===== src/design/bpfa_pkg.sv =====
`timescale 1ns / 1ps
// shared constants, types and helper functions of the page frame allocator
package bpfa_pkg;

	localparam int unsigned MAX_PAGES_DEF     = 65536;
	localparam int unsigned MAP_WORD_BITS_DEF = 64;

	localparam int unsigned CNT_W       = 17;
	localparam int unsigned PAGE_W      = 16;
	localparam int unsigned OP_W        = 3;
	localparam int unsigned USE_W       = 32;
	localparam int unsigned APB_DW      = 32;
	localparam int unsigned APB_AW      = 3;
	localparam int unsigned REG_IDX_W   = APB_AW - 2;
	localparam int unsigned TOTAL_RESET = 65536;
	localparam int unsigned CNT_MAX     = (1 << CNT_W) - 1;

	localparam logic [REG_IDX_W-1:0] REG_PAGE_TOTAL = '0;

	localparam logic [OP_W-1:0] OP_REQUEST   = 3'd0;
	localparam logic [OP_W-1:0] OP_FREE      = 3'd1;
	localparam logic [OP_W-1:0] OP_LOCK      = 3'd2;
	localparam logic [OP_W-1:0] OP_RESERVE   = 3'd3;
	localparam logic [OP_W-1:0] OP_UNRESERVE = 3'd4;

	localparam logic STS_DONE      = 1'b0;
	localparam logic STS_EXHAUSTED = 1'b1;

	typedef struct packed {
		logic [OP_W-1:0]   operation;
		logic [PAGE_W-1:0] first_page;
		logic [CNT_W-1:0]  run_length;
	} in_item_t;

	typedef struct packed {
		logic              status;
		logic [PAGE_W-1:0] granted_page;
		logic [CNT_W-1:0]  free_pages;
		logic [CNT_W-1:0]  used_pages;
		logic [CNT_W-1:0]  reserved_pages;
	} out_item_t;

	// page total write seen on the register port
	typedef struct packed {
		logic             wr;
		logic [CNT_W-1:0] total;
	} cfg_evt_t;

	typedef enum logic [3:0] {
		ST_CLEAR,
		ST_IDLE,
		ST_RUN_RD,
		ST_RUN_LOAD,
		ST_RUN_BIT,
		ST_RUN_WB,
		ST_REQ_RD,
		ST_REQ_SCAN,
		ST_FINISH
	} state_t;

	typedef enum logic [3:0] {
		CMD_NONE,
		CMD_CLEAR,
		CMD_ACCEPT,
		CMD_RD_RUN,
		CMD_LOAD,
		CMD_BIT,
		CMD_WB,
		CMD_RD_REQ,
		CMD_SCAN,
		CMD_EXHAUST,
		CMD_RESULT
	} dp_cmd_t;

	typedef struct packed {
		logic clr_last;
		logic run_done;
		logic bit_last;
		logic req_none;
		logic scan_hit;
	} dp_stat_t;

	function automatic logic [CNT_W-1:0] reset_total(input int unsigned max_pages);
		return (max_pages < TOTAL_RESET) ? CNT_W'(max_pages) : CNT_W'(TOTAL_RESET);
	endfunction

	function automatic logic [CNT_W-1:0] clamp_total(input int unsigned max_pages);
		return (max_pages < CNT_MAX) ? CNT_W'(max_pages) : CNT_W'(CNT_MAX);
	endfunction

endpackage


===== src/design/bpfa_apb.sv =====
`timescale 1ns / 1ps
// register port holding the page total
module bpfa_apb #(
	parameter int unsigned MAX_PAGES = bpfa_pkg::MAX_PAGES_DEF
) (
	input  logic                          clk,
	input  logic                          arst_n,
	input  logic                          psel,
	input  logic                          penable,
	input  logic                          pwrite,
	input  logic [bpfa_pkg::APB_AW-1:0]   paddr,
	input  logic [bpfa_pkg::APB_DW-1:0]   pwdata,
	output logic [bpfa_pkg::APB_DW-1:0]   prdata,
	output logic                          pready,
	output bpfa_pkg::cfg_evt_t            cfg,
	output logic [bpfa_pkg::CNT_W-1:0]    page_total
);
	localparam logic [bpfa_pkg::CNT_W-1:0] CLAMP     = bpfa_pkg::clamp_total(MAX_PAGES);
	localparam logic [bpfa_pkg::CNT_W-1:0] TOTAL_RST = bpfa_pkg::reset_total(MAX_PAGES);

	logic [bpfa_pkg::CNT_W-1:0] page_total_q;
	logic [bpfa_pkg::CNT_W-1:0] wr_raw;
	logic                       hit;

	assign hit    = paddr[bpfa_pkg::APB_AW-1:2] == bpfa_pkg::REG_PAGE_TOTAL;
	assign wr_raw = pwdata[bpfa_pkg::CNT_W-1:0];

	assign cfg.wr    = psel & penable & pwrite & hit;
	assign cfg.total = (wr_raw > CLAMP) ? CLAMP : wr_raw;

	always_ff @(posedge clk or negedge arst_n) begin
		if (!arst_n) begin
			page_total_q <= TOTAL_RST;
		end else if (cfg.wr) begin
			page_total_q <= cfg.total;
		end
	end

	assign page_total = page_total_q;
	assign prdata     = hit ? bpfa_pkg::APB_DW'(page_total_q) : '0;
	assign pready     = 1'b1;
endmodule


===== config.mk =====
export PLATFORM = sky130hd
export DESIGN_NAME = bpfa_apb
export DESIGN_NICKNAME = d
export VERILOG_FILES = /design/src/design/bpfa_pkg.sv /design/src/design/bpfa_apb.sv
export SDC_FILE = /design/constraint.sdc
export NUM_CORES = 1
export LEC_CHECK = 0
export BUFFER_PORTS_ARGS = -buffer_cell sky130_fd_sc_hd__buf_4
export CAP_MARGIN = 20
export CELL_PAD_IN_SITES_DETAIL_PLACEMENT = 1
export CELL_PAD_IN_SITES_GLOBAL_PLACEMENT = 1
export CORE_MARGIN = 2
export CORE_UTILIZATION = 24
export CTS_CLUSTER_DIAMETER = 40
export DETAILED_ROUTE_END_ITERATION = 10
export PLACE_DENSITY_LB_ADDON = 0.05
export SETUP_SLACK_MARGIN = 0.2
export SLEW_MARGIN = 20
export SYNTH_ARGS = -nofsm -noshare
export SYNTH_HDL_FRONTEND = slang
export SYNTH_SLANG_ARGS = --single-unit

===== constraint.sdc =====
create_clock -name clk -period 0.85 [get_ports clk]
set_input_delay 0.085 -clock clk [delete_from_list [all_inputs] [get_ports clk]]
set_output_delay 0.085 -clock clk [all_outputs]
set_load 0.03 [all_outputs]

==> results.txt <==
----------------------------------------------------
[Run status]
  Outcome ... complete, but fails checks
  Failing checks ... setup timing

[Setup path]
  CP Capture Type ... output pin
  Highest net fanout along the worst path ... 8
  Worst reg2reg path depth ... 3
  Worst Path Required ... 0.76 ns
  Setup CP Type ... input pin to output pin
  Arrival time of the worst setup path ... 1.27 ns
  Kind of launch point of the worst setup path ... input pin

[Yosys]
  Synth Area in Adders ... 0
  Synth Area in Compound Gates ... 0.127
  Yosys warning total ... 0
  FF+latch count, synth ... 17
  Post-synthesis area per instance ... 10.8 µm²
  Distinct cell type count of the synthesized netlist ... 19
  Cell types occupying the most area after synthesis ... sky130_fd_sc_hd__dfrtp_1 32%, sky130_fd_sc_hd__nor2b_1 13%, sky130_fd_sc_hd__mux2i_1 13%, sky130_fd_sc_hd__buf_4 10%, sky130_fd_sc_hd__a21oi_2 9.0%
  Number of standard cells after synthesis ... 117
  Netlist Area Pre-Place ... 0.00127 mm²
  Synthesized-area fraction occupied by and/or/nand/nor cells ... 0.258
  Most area-hungry cell type in the Yosys netlist ... sky130_fd_sc_hd__dfrtp_1
  Synth top area share ... 0.316
  Share of synthesized area spent on multiplexers ... 0.126
  Largest family of logic cells by synthesized area ... simple AND/OR/NAND/NOR gates
  Xor and xnor area share after synthesis ... 0
  Sequential fraction of the synthesis area ... 0.337

[Place]
  Count of port buffers added during placement ... 74
  GP Congestion ... 0.675
  DPL Wire Length ... 3080 µm
  Area after DPL ... 0.00219 mm²

[Cells and area]
  Post-route design area ... 0.00289 mm²
  Number of nets in the layout ... 283
  Area overhead of the layout relative to synthesis ... 128%
  Max FFs per register ... 17
  Final-layout fill cell count ... 558
  Antenna diode count ... 0
  Fraction of layout cells with a size suffix above 1 ... 0.839

[Power]
  Peak supply drop ... 0.704 mV
  Static power due to leakage ... 0.00138 µW
  Power Density ... 1570 mW/mm²

[Die]
  Total die area ... 0.00587 mm²
  Cell Rows ... 26
  Die width ... 76.6 µm
  Floorplan die height ... 76.6 µm
  Starting utilization of the core area ... 0.248
  Number of primary I/O pins ... 108
  Area of the placeable core ... 0.00511 mm²

[Detailed routing]
  Antenna violation net count after detailed routing ... 0
  Via-to-Cell Ratio ... 4.06
  DR DRC count ... 0
  Vias ... 1266
  Detailed router's first-iteration violation count ... 26
  Number of detailed-route iterations in the first pass ... 3
  Average wire length per cell after detail routing ... 14.5 µm
  Aggregate routed wire length ... 4520 µm

[CTS]
  Clock buffer depth ... 2
  H-tree Lvls ... 1
  CTS Buf Count ... 3
  CTS sink count ... 17
  Root Driver ... sky130_fd_sc_hd__clkbuf_8
  Clock latency reported for the late side of the worst-skew pair ... 0.24 ns
  Clock tree from TritonCTS ... yes
  Register clock-pin slew on the reported worst setup and hold paths ... 0.07 ns

[GRT]
  Global routing usage on met2 ... 0.271
  Global-route wire length before repair ... 7070 µm
  Number of global-route vias before repair ... 1359
  Overall global routing resource usage ... 0.150
  Pin count of the biggest net entering global routing ... 18
  Most Crowded Layer GR ... met2
  Initial antenna violation count ... 0
  Total global routing overflow ... 0
  Global routing usage on met1 ... 0.185
  Met3 global-route usage ... 0.0225

[STA]
  Worst slew pin tran ... 0.510 ns
  Worst setup slack after layout ... -0.500 ns
  Number of failing setup endpoints in the final timing report ... 60
  Top achievable clock speed ... 740 MHz
  Fraction of the cycle the final worst path needs ... 1.59
  Final hold viol count ... 0
  Max-slew headroom ... 0.660
  Unrepaired setup endpoints after global routing ... yes
  Shortest period the worst path allows ... 1.35 ns
  Total count of max-transition violations in the final report ... 0
  Aggregate negative setup slack ... -15.80 ns
  Maximum clock skew at final layout ... 0 ns

[Hold path]
  Worst Hold Path Cells ... 3
  Class of the most critical hold timing path ... input pin to flop

[Run]
  Max-capacitance violation count ... 0

----------------------------------------------------
cell type report:
class / count / area, µm² / share of cell area
Clock buffer: 4 / 45.0 / 0.0156
Inverter: 2 / 15.0 / 0.00519
Multi-Input combinational cell: 89 / 906 / 0.313
Sequential cell: 17 / 447 / 0.155
Tap cell: 70 / 87.6 / 0.0303
Timing Repair Buffer: 130 / 1390 / 0.481
through the flow:
stage               utilization  setup slack, ns  total power [µW]  hold slack (ns)  std cells
finish                    0.566           -0.500              4520            0.116        312
global route              0.566           -0.541              4760            0.135        312
CTS                       0.524           -0.512              4230            0.130        296
detailed placement        0.428           -0.558              3220          -0.0254        278
global placement          0.428           -0.537              3190          -0.0287        278
floorplan                     -           -0.209              2480           -0.211        131
power breakdown:
group / total, µW / internal [µW] / leakage, µW / switching [µW]
sequential: 1170 / 1010 / 0.000192 / 161
clock: 604 / 332 / 0.0000228 / 272
combinational: 2750 / 1440 / 0.00116 / 1310
Yosys cell counts (all sizes together):
cell,instances
nor2b,27
buf,21
a21oi,16
dfrtp,16
mux2i,16
and2b,6
nor4,4
clkbuf,2
conb,2
inv,2
a41oi,1
dfstp,1
nand2,1
nand4b,1
o21ai,1
critical path, cell delays in order:
cell and delay, ns:
sky130_fd_sc_hd__buf_8 0.10, sky130_fd_sc_hd__nor4_4 0.34, sky130_fd_sc_hd__a41oi_4 0.19, sky130_fd_sc_hd__buf_12 0.19
sky130_fd_sc_hd__and2b_2 0.22, sky130_fd_sc_hd__buf_6 0.13
final timing paths:
kind / endpoint / slack [ns] / from
setup / recovery: cfg[6] / -0.50 / pwdata[11]
hold / removal: page_total[11]$_DFFE_PN0P_ / 0.12 / pwdata[11]
setup reg to reg: page_total[1]$_DFFE_PN0P_ / -0.03 / page_total[1]$_DFFE_PN0P_
hold reg to reg: page_total[16]$_DFFE_PN1P_ / 0.49 / page_total[16]$_DFFE_PN1P_
max in group asynchronous: page_total[16]$_DFFE_PN1P_ / 0.35 / arst_n
min in group asynchronous: page_total[12]$_DFFE_PN0P_ / 0.24 / arst_n
cells in the final DEF, fill, tap and decap left out:
master                          Yosys  final
sky130_fd_sc_hd__buf_6              3     83
sky130_fd_sc_hd__buf_4             17     37
sky130_fd_sc_hd__nor2b_4            0     23
sky130_fd_sc_hd__mux2i_1           16     16
sky130_fd_sc_hd__a21oi_2           13     16
sky130_fd_sc_hd__conb_1             2     16
sky130_fd_sc_hd__dfrtp_2            0     16
sky130_fd_sc_hd__and2b_2            0      6
sky130_fd_sc_hd__nor4_4             4      4
sky130_fd_sc_hd__nor2b_1           27      4
sky130_fd_sc_hd__buf_8              0      4
sky130_fd_sc_hd__buf_12             0      4
sky130_fd_sc_hd__clkbuf_8           0      3
sky130_fd_sc_hd__inv_1              1      1
sky130_fd_sc_hd__a41oi_4            1      1
sky130_fd_sc_hd__nand4b_4           1      1
sky130_fd_sc_hd__inv_8              0      1
sky130_fd_sc_hd__nand2_2            0      1
sky130_fd_sc_hd__o21ai_2            0      1
sky130_fd_sc_hd__clkbuf_1           2      1
sky130_fd_sc_hd__buf_16             0      1
sky130_fd_sc_hd__dlygate4sd3_1      0      1
sky130_fd_sc_hd__dfstp_2            1      1
cell families (layout without fill, tap and decap cells):
group                  Yosys count  in the layout
AO/OA/AOI/OAI                   18             18
buffers and inverters           25            136
flip-flops                      17             17
multiplexers                    16             16
other                            2             16
AND/OR/NAND/NOR                 39             39
per-layer routing:
metal | vias up | part of all wire
li1 | 609 | -
met4 | 0 | 0.0075
met1 | 607 | 0.41
met2 | 48 | 0.54
met5 | - | 0
met3 | 2 | 0.045
timing repair:
| item | 4_1_cts | 5_1_grt |
|---|---|---|
| setup buffers | 12 | 16 |
| pin swaps | 7 | 9 |
| resized for setup | 76 | 25 |
| cloned | 1 | 0 |
| setup endpoints to repair | 68 | 68 |
| hold buffers | 1 | 0 |
| endpoints found under the hold margin | 17 | 0 |
Note: power is estimated with default switching activity, not from simulation.
