### src/design/bpfa_pkg.sv
`timescale 1ns / 1ps
// shared constants, types and helper functions of the page frame allocator
package bpfa_pkg;

	localparam int unsigned MAX_PAGES_DEF     = 65536;
	localparam int unsigned MAP_WORD_BITS_DEF = 64;

	localparam int unsigned CNT_W       = 17;
	localparam int unsigned PAGE_W      = 16;
	localparam int unsigned OP_W        = 3;
	localparam int unsigned USE_W       = 32;
	localparam int unsigned APB_DW      = 32;
	localparam int unsigned APB_AW      = 3;
	localparam int unsigned REG_IDX_W   = APB_AW - 2;
	localparam int unsigned TOTAL_RESET = 65536;
	localparam int unsigned CNT_MAX     = (1 << CNT_W) - 1;

	localparam logic [REG_IDX_W-1:0] REG_PAGE_TOTAL = '0;

	localparam logic [OP_W-1:0] OP_REQUEST   = 3'd0;
	localparam logic [OP_W-1:0] OP_FREE      = 3'd1;
	localparam logic [OP_W-1:0] OP_LOCK      = 3'd2;
	localparam logic [OP_W-1:0] OP_RESERVE   = 3'd3;
	localparam logic [OP_W-1:0] OP_UNRESERVE = 3'd4;

	localparam logic STS_DONE      = 1'b0;
	localparam logic STS_EXHAUSTED = 1'b1;

	typedef struct packed {
		logic [OP_W-1:0]   operation;
		logic [PAGE_W-1:0] first_page;
		logic [CNT_W-1:0]  run_length;
	} in_item_t;

	typedef struct packed {
		logic              status;
		logic [PAGE_W-1:0] granted_page;
		logic [CNT_W-1:0]  free_pages;
		logic [CNT_W-1:0]  used_pages;
		logic [CNT_W-1:0]  reserved_pages;
	} out_item_t;

	// page total write seen on the register port
	typedef struct packed {
		logic             wr;
		logic [CNT_W-1:0] total;
	} cfg_evt_t;

	typedef enum logic [3:0] {
		ST_CLEAR,
		ST_IDLE,
		ST_RUN_RD,
		ST_RUN_LOAD,
		ST_RUN_BIT,
		ST_RUN_WB,
		ST_REQ_RD,
		ST_REQ_SCAN,
		ST_FINISH
	} state_t;

	typedef enum logic [3:0] {
		CMD_NONE,
		CMD_CLEAR,
		CMD_ACCEPT,
		CMD_RD_RUN,
		CMD_LOAD,
		CMD_BIT,
		CMD_WB,
		CMD_RD_REQ,
		CMD_SCAN,
		CMD_EXHAUST,
		CMD_RESULT
	} dp_cmd_t;

	typedef struct packed {
		logic clr_last;
		logic run_done;
		logic bit_last;
		logic req_none;
		logic scan_hit;
	} dp_stat_t;

	function automatic logic [CNT_W-1:0] reset_total(input int unsigned max_pages);
		return (max_pages < TOTAL_RESET) ? CNT_W'(max_pages) : CNT_W'(TOTAL_RESET);
	endfunction

	function automatic logic [CNT_W-1:0] clamp_total(input int unsigned max_pages);
		return (max_pages < CNT_MAX) ? CNT_W'(max_pages) : CNT_W'(CNT_MAX);
	endfunction

endpackage

### src/design/bpfa_ctrl.sv
`timescale 1ns / 1ps
// sequencer of the allocator: steps the datapath through clear, scan and run walks
module bpfa_ctrl (
	input  logic                       clk,
	input  logic                       arst_n,
	input  logic                       cfg_wr,
	input  logic                       req_valid,
	input  logic [bpfa_pkg::OP_W-1:0]  req_op,
	output logic                       req_ready,
	input  logic                       rsp_ready,
	output logic                       rsp_valid,
	input  bpfa_pkg::dp_stat_t         stat,
	output bpfa_pkg::dp_cmd_t          cmd
);
	bpfa_pkg::state_t state_q, state_d;
	logic             rsp_valid_q;
	logic             out_ok;
	logic             run_op;

	assign out_ok = !rsp_valid_q || rsp_ready;
	assign run_op = (req_op == bpfa_pkg::OP_FREE) || (req_op == bpfa_pkg::OP_LOCK) ||
		(req_op == bpfa_pkg::OP_RESERVE) || (req_op == bpfa_pkg::OP_UNRESERVE);

	always_ff @(posedge clk or negedge arst_n) begin
		if (!arst_n) begin
			state_q     <= bpfa_pkg::ST_CLEAR;
			rsp_valid_q <= 1'b0;
		end else begin
			state_q <= state_d;
			if (cmd == bpfa_pkg::CMD_RESULT) begin
				rsp_valid_q <= 1'b1;
			end else if (rsp_ready) begin
				rsp_valid_q <= 1'b0;
			end
		end
	end

	// next state
	always_comb begin
		state_d = state_q;
		if (cfg_wr) begin
			state_d = bpfa_pkg::ST_CLEAR;
		end else begin
			unique case (state_q)
				bpfa_pkg::ST_CLEAR: begin
					if (stat.clr_last) state_d = bpfa_pkg::ST_IDLE;
				end
				bpfa_pkg::ST_IDLE: begin
					if (req_valid) begin
						if (req_op == bpfa_pkg::OP_REQUEST) state_d = bpfa_pkg::ST_REQ_RD;
						else if (run_op) state_d = bpfa_pkg::ST_RUN_RD;
						else state_d = bpfa_pkg::ST_FINISH;
					end
				end
				bpfa_pkg::ST_RUN_RD: begin
					state_d = stat.run_done ? bpfa_pkg::ST_FINISH : bpfa_pkg::ST_RUN_LOAD;
				end
				bpfa_pkg::ST_RUN_LOAD: state_d = bpfa_pkg::ST_RUN_BIT;
				bpfa_pkg::ST_RUN_BIT: begin
					if (stat.bit_last) state_d = bpfa_pkg::ST_RUN_WB;
				end
				bpfa_pkg::ST_RUN_WB: state_d = bpfa_pkg::ST_RUN_RD;
				bpfa_pkg::ST_REQ_RD: begin
					state_d = stat.req_none ? bpfa_pkg::ST_FINISH : bpfa_pkg::ST_REQ_SCAN;
				end
				bpfa_pkg::ST_REQ_SCAN: begin
					state_d = stat.scan_hit ? bpfa_pkg::ST_FINISH : bpfa_pkg::ST_REQ_RD;
				end
				bpfa_pkg::ST_FINISH: begin
					if (out_ok) state_d = bpfa_pkg::ST_IDLE;
				end
				default: state_d = bpfa_pkg::ST_CLEAR;
			endcase
		end
	end

	// datapath command and handshake
	always_comb begin
		cmd       = bpfa_pkg::CMD_NONE;
		req_ready = 1'b0;
		if (!cfg_wr) begin
			unique case (state_q)
				bpfa_pkg::ST_CLEAR: cmd = bpfa_pkg::CMD_CLEAR;
				bpfa_pkg::ST_IDLE: begin
					req_ready = 1'b1;
					if (req_valid) cmd = bpfa_pkg::CMD_ACCEPT;
				end
				bpfa_pkg::ST_RUN_RD: begin
					if (!stat.run_done) cmd = bpfa_pkg::CMD_RD_RUN;
				end
				bpfa_pkg::ST_RUN_LOAD: cmd = bpfa_pkg::CMD_LOAD;
				bpfa_pkg::ST_RUN_BIT:  cmd = bpfa_pkg::CMD_BIT;
				bpfa_pkg::ST_RUN_WB:   cmd = bpfa_pkg::CMD_WB;
				bpfa_pkg::ST_REQ_RD: begin
					cmd = stat.req_none ? bpfa_pkg::CMD_EXHAUST : bpfa_pkg::CMD_RD_REQ;
				end
				bpfa_pkg::ST_REQ_SCAN: cmd = bpfa_pkg::CMD_SCAN;
				bpfa_pkg::ST_FINISH: begin
					if (out_ok) cmd = bpfa_pkg::CMD_RESULT;
				end
				default: cmd = bpfa_pkg::CMD_NONE;
			endcase
		end
	end

	assign rsp_valid = rsp_valid_q;
endmodule

### config.mk
export PLATFORM = sky130hd
export DESIGN_NAME = bpfa_ctrl
export DESIGN_NICKNAME = d
export VERILOG_FILES = /design/src/design/bpfa_pkg.sv /design/src/design/bpfa_ctrl.sv
export SDC_FILE = /design/constraint.sdc
export NUM_CORES = 1
export LEC_CHECK = 0
export BUFFER_PORTS_ARGS = -buffer_cell sky130_fd_sc_hd__buf_2
export CAP_MARGIN = 10
export CORE_AREA = 2 2 39 41
export DETAILED_ROUTE_END_ITERATION = 6
export DIE_AREA = 0 0 41 43
export PLACE_DENSITY_LB_ADDON = 0.1
export SLEW_MARGIN = 15
export SYNTH_ARGS = -nofsm -noshare
export SYNTH_HDL_FRONTEND = slang
export SYNTH_SLANG_ARGS = --single-unit
### constraint.sdc
create_clock -name clk -period 3.43 [get_ports clk]
set_input_delay 0.5145 -clock clk [delete_from_list [all_inputs] [get_ports clk]]
set_output_delay 0.5145 -clock clk [all_outputs]
set_load 0.02 [all_outputs]
==> results.yml, run 1 <==
die:
  num_rows: 14
  fp.dieW_um: 41
  start_util_pct: 40.5
  die_area_um2: 1760
  core-area_um2: 1380
  dieHeight_um: 43
  pin_count: 19
sta:
  slew_headroom_pct: 58.0
  worst_pin_slew_ns: 0.630
  slew_viol_final: 0
  setup_violations: 0
  hold_viol: 0
  rsz0062_at_grt: "false"
  clock.fmax_ghz: 0.402
  min_period_ns: 2.49
  fin_skew_ns: 0.00249
  finalCritPeriodShare_pct: 72.5
  final.setup.tns_ns: 0
status:
  status: "finished clean"
worst_setup_path:
  arrival_ns: 1.97
  critPathLaunch: "state_q[1]"
  setup.worst_path.class: "flip-flop to output port"
  r2r-start: "state_q[3]"
  cp-start-kind: "flip-flop"
  cp.required_ns: 2.92
  end_kind: "output port"
  cp_max_fo: 18
global_route:
  grt_max_degree: 23
  grt_use_total_pct: 18.9
  antenna_found_initial: 0
  grt_pass1_wl_um: 2330
  gr-total-overflow: 0
  grt_pass1_vias: 547
worst_hold_path:
  min_path_type: "input pin to asynchronous set/reset pin"
clock_network:
  clk_pin_slew_ns: 0.04
  ctsHoldBuffers: 0
  cts_resized: 0
  cts.htree.levels: 1
  cts_tree: "yes"
  worstSkewPairLatency_ns: 0.24
  clock_path_buffers: 2
  cts_buffers: 3
  postCtsSetupBuffers: 0
  clock_sinks: 5
  clockRootBuffer: "clkbuf_4"
synthesis:
  ys.warnings.count: 0
  yosys.area_share.simple_pct: 32.6
  synth-compound-area-share_pct: 34.2
  synth_fp_nets: 85
  synth_area_per_cell_um2: 7.79
  seq_area_frac_synth_pct: 22.3
  synth_cells: 72
  synth_fa_ha_area_share_pct: 0
  synth_area_um2: 561
  synthMuxAreaShare_pct: 3.79
  yosys_register_bits: 5
  synth_xor_area_share_pct: 0
  synthDistinctLibCells: 40
  synth_top_family_by_area: "compound AO/OA/AOI/OAI gates"
drt:
  via_count: 654
  drc: 0
  via_per_inst: 6.29
  ant_nets: 0
  wl_per_cell_um: 14.1
  drt_iter0_markers: 19
  wirelength_um: 1470
  firstDrtPassIters: 5
final_layout:
  diodes: 0
  fin_util_pct: 48.6
  final_nets: 102
  drive_above_1_share_pct: 28.4
  mostFrequentLayoutCell: "buf_2"
  syn_to_final_growth_pct: 19.9
  final_cell_mix: "18 x buf_2, 6 x a21oi_1, 5 x o21ai_0, 5 x dfrtp_1, 4 x inv_1"
power:
  irDropWorstVdd_mv: 0.438
  p_leak_nw: 0.281
  power_density_nw_per_um2: 558
placed_design:
  io_buffers: 18
  place_hpwl_um: 1020
  gp_congestion: 0.783
run:
  maxCapViolCount: 0
worst max-delay path, stage by stage, from the launching register on:
cell     delay, ns
dfrtp_1       0.63
or4bb_1       0.52
a31oi_1       0.24
o21ai_1       0.13
inv_1         0.06
buf_2         0.15
kinds of logic (layout without fill, tap and decap cells):
| family | after synthesis | count (layout) |
|---|---|---|
| muxes | 2 | 2 |
| and+or+nand+nor | 27 | 27 |
| buffers and inverters | 10 | 26 |
| AOI/OAI and AO/OA | 28 | 28 |
| DFF | 5 | 5 |
stage by stage:
stage	std cells	hold slack (ns)	setup WS (ns)	power (W)	cell area (µm²)
finish	104	0.0803	0.943	0.000375	672
global route	104	0.0723	0.809	0.000409	672
CTS	104	0.0768	0.942	0.000376	672
detailed placement	100	0.334	1.20	0.000305	646
global placement	100	0.330	1.22	0.000307	646
floorplan	72	0.219	1.11	0.000258	561
routing by layer:
| metal | wire length, µm | up-vias | track usage (%) | part of all wire [%] |
|---|---|---|---|---|
| li1 | - | 312 | - | - |
| met1 | 660 | 308 | 26.9 | 45 |
| met2 | 695 | 34 | 26.9 | 47 |
| met3 | 116 | 0 | 8.38 | 7.9 |
| met4 | 0 | 0 | 2.00 | 0 |
| met5 | 0 | - | 0 | 0 |
sequential cells by signal, indices dropped and copies added (netlist names):
| name | flops |
|---|---|
| state_q | 4 |
| rsp_valid | 1 |
layout make-up:
cell class | count | area (µm²)
Clock buffer | 4 | 26.3
Fill cell | 150 | 712
Inverter | 4 | 15.0
Multi-Input combinational cell | 57 | 395
Sequential cell | 5 | 125
Tap cell | 16 | 20.0
Timing Repair Buffer | 18 | 90.1
final timing paths:
kind                               to  slack, ns  cells after the start
setup reg to reg           state_q[2]       1.48                      4
min in group clk            rsp_valid       0.66                      2
hold / removal             state_q[0]       0.08                      1
hold reg to reg             rsp_valid       0.66                      2
setup / recovery               cmd[1]       0.94                      5
max in group asynchronous  state_q[1]       3.22                      1
power breakdown:
group / leakage [nW] / internal [W] / switching, W
Sequential: 0.0679 / 0.0000702 / 0.0000494
Combinational: 0.198 / 0.0000881 / 0.000100
Clock: 0.0150 / 0.0000439 / 0.0000232
synth_stat cells:
cell	number	area (µm²)
a21oi_1	6	30.0
inv_1	4	15.0
nand2_1	3	11.3
a2111oi_0	1	8.76
o21bai_1	1	7.51
and3b_1	1	8.76
nor3_1	1	5.00
nand3b_1	1	7.51
nor3_2	1	10.0
o31ai_1	1	7.51
or3_1	2	12.5
o21a_1	1	7.51
nor4b_1	1	8.76
and2_1	1	6.26
mux2_2	1	11.3
o21ba_2	1	10.0
nand3_1	1	5.00
or4bb_1	1	11.3
clkbuf_1	3	11.3
nand2b_1	1	6.26
a32o_1	2	20.0
nor4_1	1	6.26
buf_1	1	3.75
or4b_1	2	20.0
or2_2	1	6.26
or4_1	2	15.0
dfrtp_1	5	125
o2111ai_1	1	8.76
o21ai_0	5	25.0
o221ai_1	1	8.76
o21ai_1	2	10.0
buf_2	2	10.0
nor2_1	2	7.51
nor3b_1	3	22.5
a31oi_1	2	12.5
nor2b_1	2	12.5
a211o_1	1	8.76
a221oi_1	2	17.5
mux2i_1	1	10.0
a22o_1	1	8.76
No activity file was read; power rests on OpenSTA's default activity.
==> run 2: changes to the inputs <==
Settings changed: CORE_AREA 2 2 39 41 to 2 2 40 42, DIE_AREA 0 0 41 43 to 0 0 42 44.
Clock period 3.43 ns to 2.2 ns, I/O delays scaled along.
==> run 2 against run 1 <==
  * Sequential share of layout area decreased by 1.3 points
  * Worst hold slack improved by 0.35 ns
  * Critical path depth unchanged
  * Highest routed layer is now met4
==> results.yml, run 2 (synthesis results as in run 1) <==
worst_setup_path:
  critPathLaunch: "state_q[2]"
  crit_path_max_incr_delay_ns: 0.57
  cp-start-kind: "flip-flop"
  critical_path.top_delay_family: "simple AND/OR/NAND/NOR gates"
  cp.depth: 5
  rrSetupSlack_ns: 0.36
  cp_max_fo: 13
  cp_num_buf_inv: 2
  ff2ff_path_depth: 5
  cp.required_ns: 1.87
  cp_cell_sequence: "or4b_1, a31oi_2, o21ai_1, inv_1, buf_2"
  setup.worst_path.class: "flip-flop to output port"
  endpoint: "cmd[1]"
  rr_endpoint: "state_q[2]"
  arrival_ns: 1.79
  end_kind: "output port"
  critPathSlowestCell: "or4b_1"
  r2r-start: "state_q[1]"
sta:
  min_period_ns: 2.12
  hold_viol: 0
  hold_slack_ns: 0.428
  setup_violations: 0
  fin_ws_ns: 0.0841
  worst_pin_slew_ns: 0.446
  finalCritPeriodShare_pct: 96.2
  fin_skew_ns: 0.00315
  clock.fmax_ghz: 0.473
  slew_headroom_pct: 70.3
  slew_viol_final: 0
final_layout:
  num-fill-cells: 158
  final_cell_mix: "18 x buf_2, 6 x a21oi_1, 6 x buf_4"
  top_register: "state_q"
  drive_above_1_share_pct: 37.9
  syn_to_final_growth_pct: 32.6
  diodes: 0
  mostFrequentLayoutCell: "buf_2"
  fin_util_pct: 52.4
  final_cell_count_no_fill: 111
  final_area_um2: 743
  largest_reg_flops: 4
  final_nets: 109
clock_network:
  cts.htree.levels: 1
  worstSkewPairLatency_ns: 0.25
  clock_sinks: 5
  clockRootBuffer: "clkbuf_4"
  clk_pin_slew_ns: 0.05
  cts_tree: "yes"
  clock_path_buffers: 2
  cts_buffers: 3
drt:
  ant_nets: 0
  wl_met3_um: 83
  wirelength_um: 1670
  top_layer: "met4"
  drc: 0
  wl_per_cell_um: 15.1
  via_count: 677
  drt_iter0_markers: 16
  dr_wl_met2_um: 790
  firstDrtPassIters: 4
  drt-met1-wl_um: 765
  via_per_inst: 6.10
die:
  pin_count: 19
  num_rows: 14
  dieHeight_um: 44
  start_util_pct: 39.5
  core-area_um2: 1420
  fp.dieW_um: 42
  die_area_um2: 1850
placed_design:
  gp_congestion: 0.796
  dp.cells: 103
  post_dp_cell_area_um2: 668
  place_hpwl_um: 1170
  io_buffers: 18
  dp_slack_ns: 0.245
status:
  status: "finished clean"
global_route:
  grt_max_degree: 19
  grt_use_total_pct: 19.2
  grt_pass1_vias: 597
  antenna_found_initial: 0
  grt_pass1_wl_um: 2640
  gr-total-overflow: 0
power:
  swShare_pct: 44.9
  power_density_nw_per_um2: 881
  p_switching_w: 0.000294
  combinationalPowerShare_pct: 58.5
  clkPwrFrac_pct: 16.8
  seqPwrFrac_pct: 24.7
  power.internal_w: 0.000361
  irDropWorstVdd_mv: 0.383
  p_leak_nw: 0.315
run:
  maxCapViolCount: 0
worst_hold_path:
  min_path_type: "input pin to asynchronous set/reset pin"
==> run 2: through the flow <==
step	total power [W]	TNS [ns]
after CTS	0.000616	0
final	0.000655	0
after global placement	0.000499	0
after detailed placement	0.000498	0
after floorplan	0.000402	0
after global routing	0.000710	-0.0295
==> run 2: final cells by class <==
type                            count  area, µm²  share of cell area, %
Multi-Input combinational cell     57        408                   54.9
Inverter                            4       15.0                   2.02
Sequential cell                     5        129                   17.3
Tap cell                           16       20.0                   2.69
Timing Repair Buffer               25        145                   19.5
Clock buffer                        4       26.3                   3.54
==> run 2: per-layer routing <==
layer / vias up / track usage [%]
met1: 318 / 25.2
met5: - / 0
met2: 29 / 29.1
met4: 0 / 12.9
li1: 325 / -
met3: 5 / 2.92
==> run 2: what timing repair did <==
item                                    CTS  global route
endpoints found under the setup margin    1             1
buffers inserted                          0             3
hold buffers                              1             0
hold endpoints to repair                  5             0
cloned                                    0             0
resized for setup                         2             3
==> run 2: power groups by stage <==
stage / clock, W / sequential (W) / combinational (W)
after global routing: 0.000118 / 0.000166 / 0.000426
after detailed placement: 0 / 0.000165 / 0.000333
after CTS: 0.000113 / 0.000167 / 0.000336
after floorplan: 0 / 0.000132 / 0.000269
final: 0.000110 / 0.000162 / 0.000383
after global placement: 0 / 0.000166 / 0.000333
==> run 2: worst min-delay path by stage <==
stage	to	slack, ns	cells after the start
floorplan	rsp_valid	0.03	0
global placement	rsp_valid	0.15	1
detailed placement	rsp_valid	0.16	1
CTS	rsp_valid	0.42	2
global route	rsp_valid	0.45	2
finish	state_q[0]	0.43	2
==> run 3: changes to the inputs <==
Settings changed: CELL_PAD_IN_SITES_DETAIL_PLACEMENT from default to 0, CELL_PAD_IN_SITES_GLOBAL_PLACEMENT from default to 1, CORE_AREA 2 2 40 42 to 2 2 47 49, DIE_AREA 0 0 42 44 to 0 0 49 51.
==> run 3 against run 2 <==
  * Wire length shrank 2.8%
  * Largest cell class unchanged
  * Clock power decreased by 5%
  * Register-to-register slack barely moved
  * Sequential power down 5%
  * Worst hold slack improved by 0.0058 ns
  * Setup slack better by 0.057 ns
==> results.yml, run 3 (synthesis results as in run 1) <==
worst_setup_path:
  setup.worst_path.class: "flip-flop to output port"
  cp_max_fo: 10
  end_kind: "output port"
  cp-start-kind: "flip-flop"
  arrival_ns: 1.73
  cp.required_ns: 1.87
clock_network:
  clk_pin_slew_ns: 0.04
  clock_sinks: 5
  cts_tree: "yes"
  clockRootBuffer: "clkbuf_4"
  cts.htree.levels: 1
  cts_buffers: 3
  clock_path_buffers: 2
  worstSkewPairLatency_ns: 0.24
placed_design:
  io_buffers: 18
  place_hpwl_um: 1260
  gp_congestion: 0.773
sta:
  fin_skew_ns: 0.000508
  slew_headroom_pct: 60.1
  slew_viol_final: 0
  setup_violations: 0
  clock.fmax_ghz: 0.486
  finalCritPeriodShare_pct: 93.6
  min_period_ns: 2.06
  final.setup.tns_ns: 0
  worst_pin_slew_ns: 0.599
  hold_viol: 0
final_layout:
  mostFrequentLayoutCell: "buf_2"
  top_register: "state_q"
  diodes: 0
  final_nets: 110
  num-fill-cells: 240
  final_cell_mix: "18 x buf_2, 7 x buf_4, 5 x o21ai_0, 5 x a21oi_1, 4 x inv_1"
  drive_above_1_share_pct: 38.5
  largest_reg_flops: 4
  syn_to_final_growth_pct: 36.2
drt:
  wl_per_cell_um: 13.1
  firstDrtPassIters: 4
  wirelength_um: 1630
  via_per_inst: 5.27
  via_count: 654
  drc: 0
  ant_nets: 0
  drt_iter0_markers: 15
status:
  status: "finished clean"
global_route:
  grt_pass1_wl_um: 2820
  grt_max_degree: 18
  grt_pass1_vias: 616
  gr-total-overflow: 0
  grt_use_total_pct: 14.4
  antenna_found_initial: 0
die:
  fp.dieW_um: 49
  die_area_um2: 2500
  core-area_um2: 2060
  start_util_pct: 27.2
  dieHeight_um: 51
  pin_count: 19
  num_rows: 17
power:
  p_leak_nw: 0.318
  total_power_w: 0.000642
  irDropWorstVdd_mv: 0.460
  power_density_nw_per_um2: 841
worst_hold_path:
  min_path_type: "input pin to asynchronous set/reset pin"
run:
  maxCapViolCount: 0
==> run 3: per-layer routing <==
layer  GRT usage [%]  wire length [µm]  vias up
met5               0                 0        -
met4            5.71                61        0
met3            4.39                98        6
met2            22.6               718       21
met1            18.4               747      297
li1                -                 -      330
==> run 3: critical path, cell delays in order (launching register included) <==
cell and delay [ns]:
dfrtp_2 0.45, or4b_1 0.55, a31oi_2 0.17, o21ai_1 0.11, inv_1 0.06, buf_2 0.15
==> run 3: final timing paths <==
| kind | start | to | slack, ns | depth (start not counted) |
|---|---|---|---|---|
| max reg2reg | state_q[2] | state_q[2] | 0.35 | 5 |
| max | state_q[2] | cmd[1] | 0.14 | 5 |
| max in group asynchronous | arst_n | state_q[2] | 1.62 | 2 |
| min in group clk | stat[0] | state_q[1] | 0.48 | 3 |
| min reg2reg | rsp_valid | rsp_valid | 0.64 | 2 |
| min | arst_n | state_q[0] | 0.43 | 2 |
==> run 3: cell type report <==
cell class                      instances  area, µm²  share of cell area [%]
Tap cell                               28       35.0                    4.59
Clock buffer                            4       26.3                    3.44
Multi-Input combinational cell         57        405                    53.1
Sequential cell                         5        129                    16.9
Inverter                                4       15.0                    1.97
Timing Repair Buffer                   26        153                    20.0
==> run 3: what timing repair did <==
item	in CTS	in global routing
buffers inserted	0	5
hold buffers	1	0
endpoints found under the setup margin	2	2
resized for setup	2	3
hold endpoints to repair	5	0
cloned	0	0
==> run 3: power by group <==
group | internal, W | total (W) | switching, W | leakage (nW)
Clock | 0.0000684 | 0.000104 | 0.0000357 | 0.0150
Sequential | 0.000114 | 0.000154 | 0.0000403 | 0.0635
Combinational | 0.000176 | 0.000384 | 0.000208 | 0.240
Total | 0.000358 | 0.000642 | 0.000284 | 0.318
==> run 3: stage by stage <==
stage	cells	cell area, µm²	worst slack (ns)	utilization (%)	hold WS (ns)
after global routing	124	763	-0.00286	37.0	0.444
final	124	763	0.141	37.0	0.434
after floorplan	72	561	0.0605	-	0.0344
after detailed placement	114	676	0.220	32.7	0.151
after global placement	114	676	0.225	32.7	0.152
after CTS	119	714	0.0283	34.6	0.424
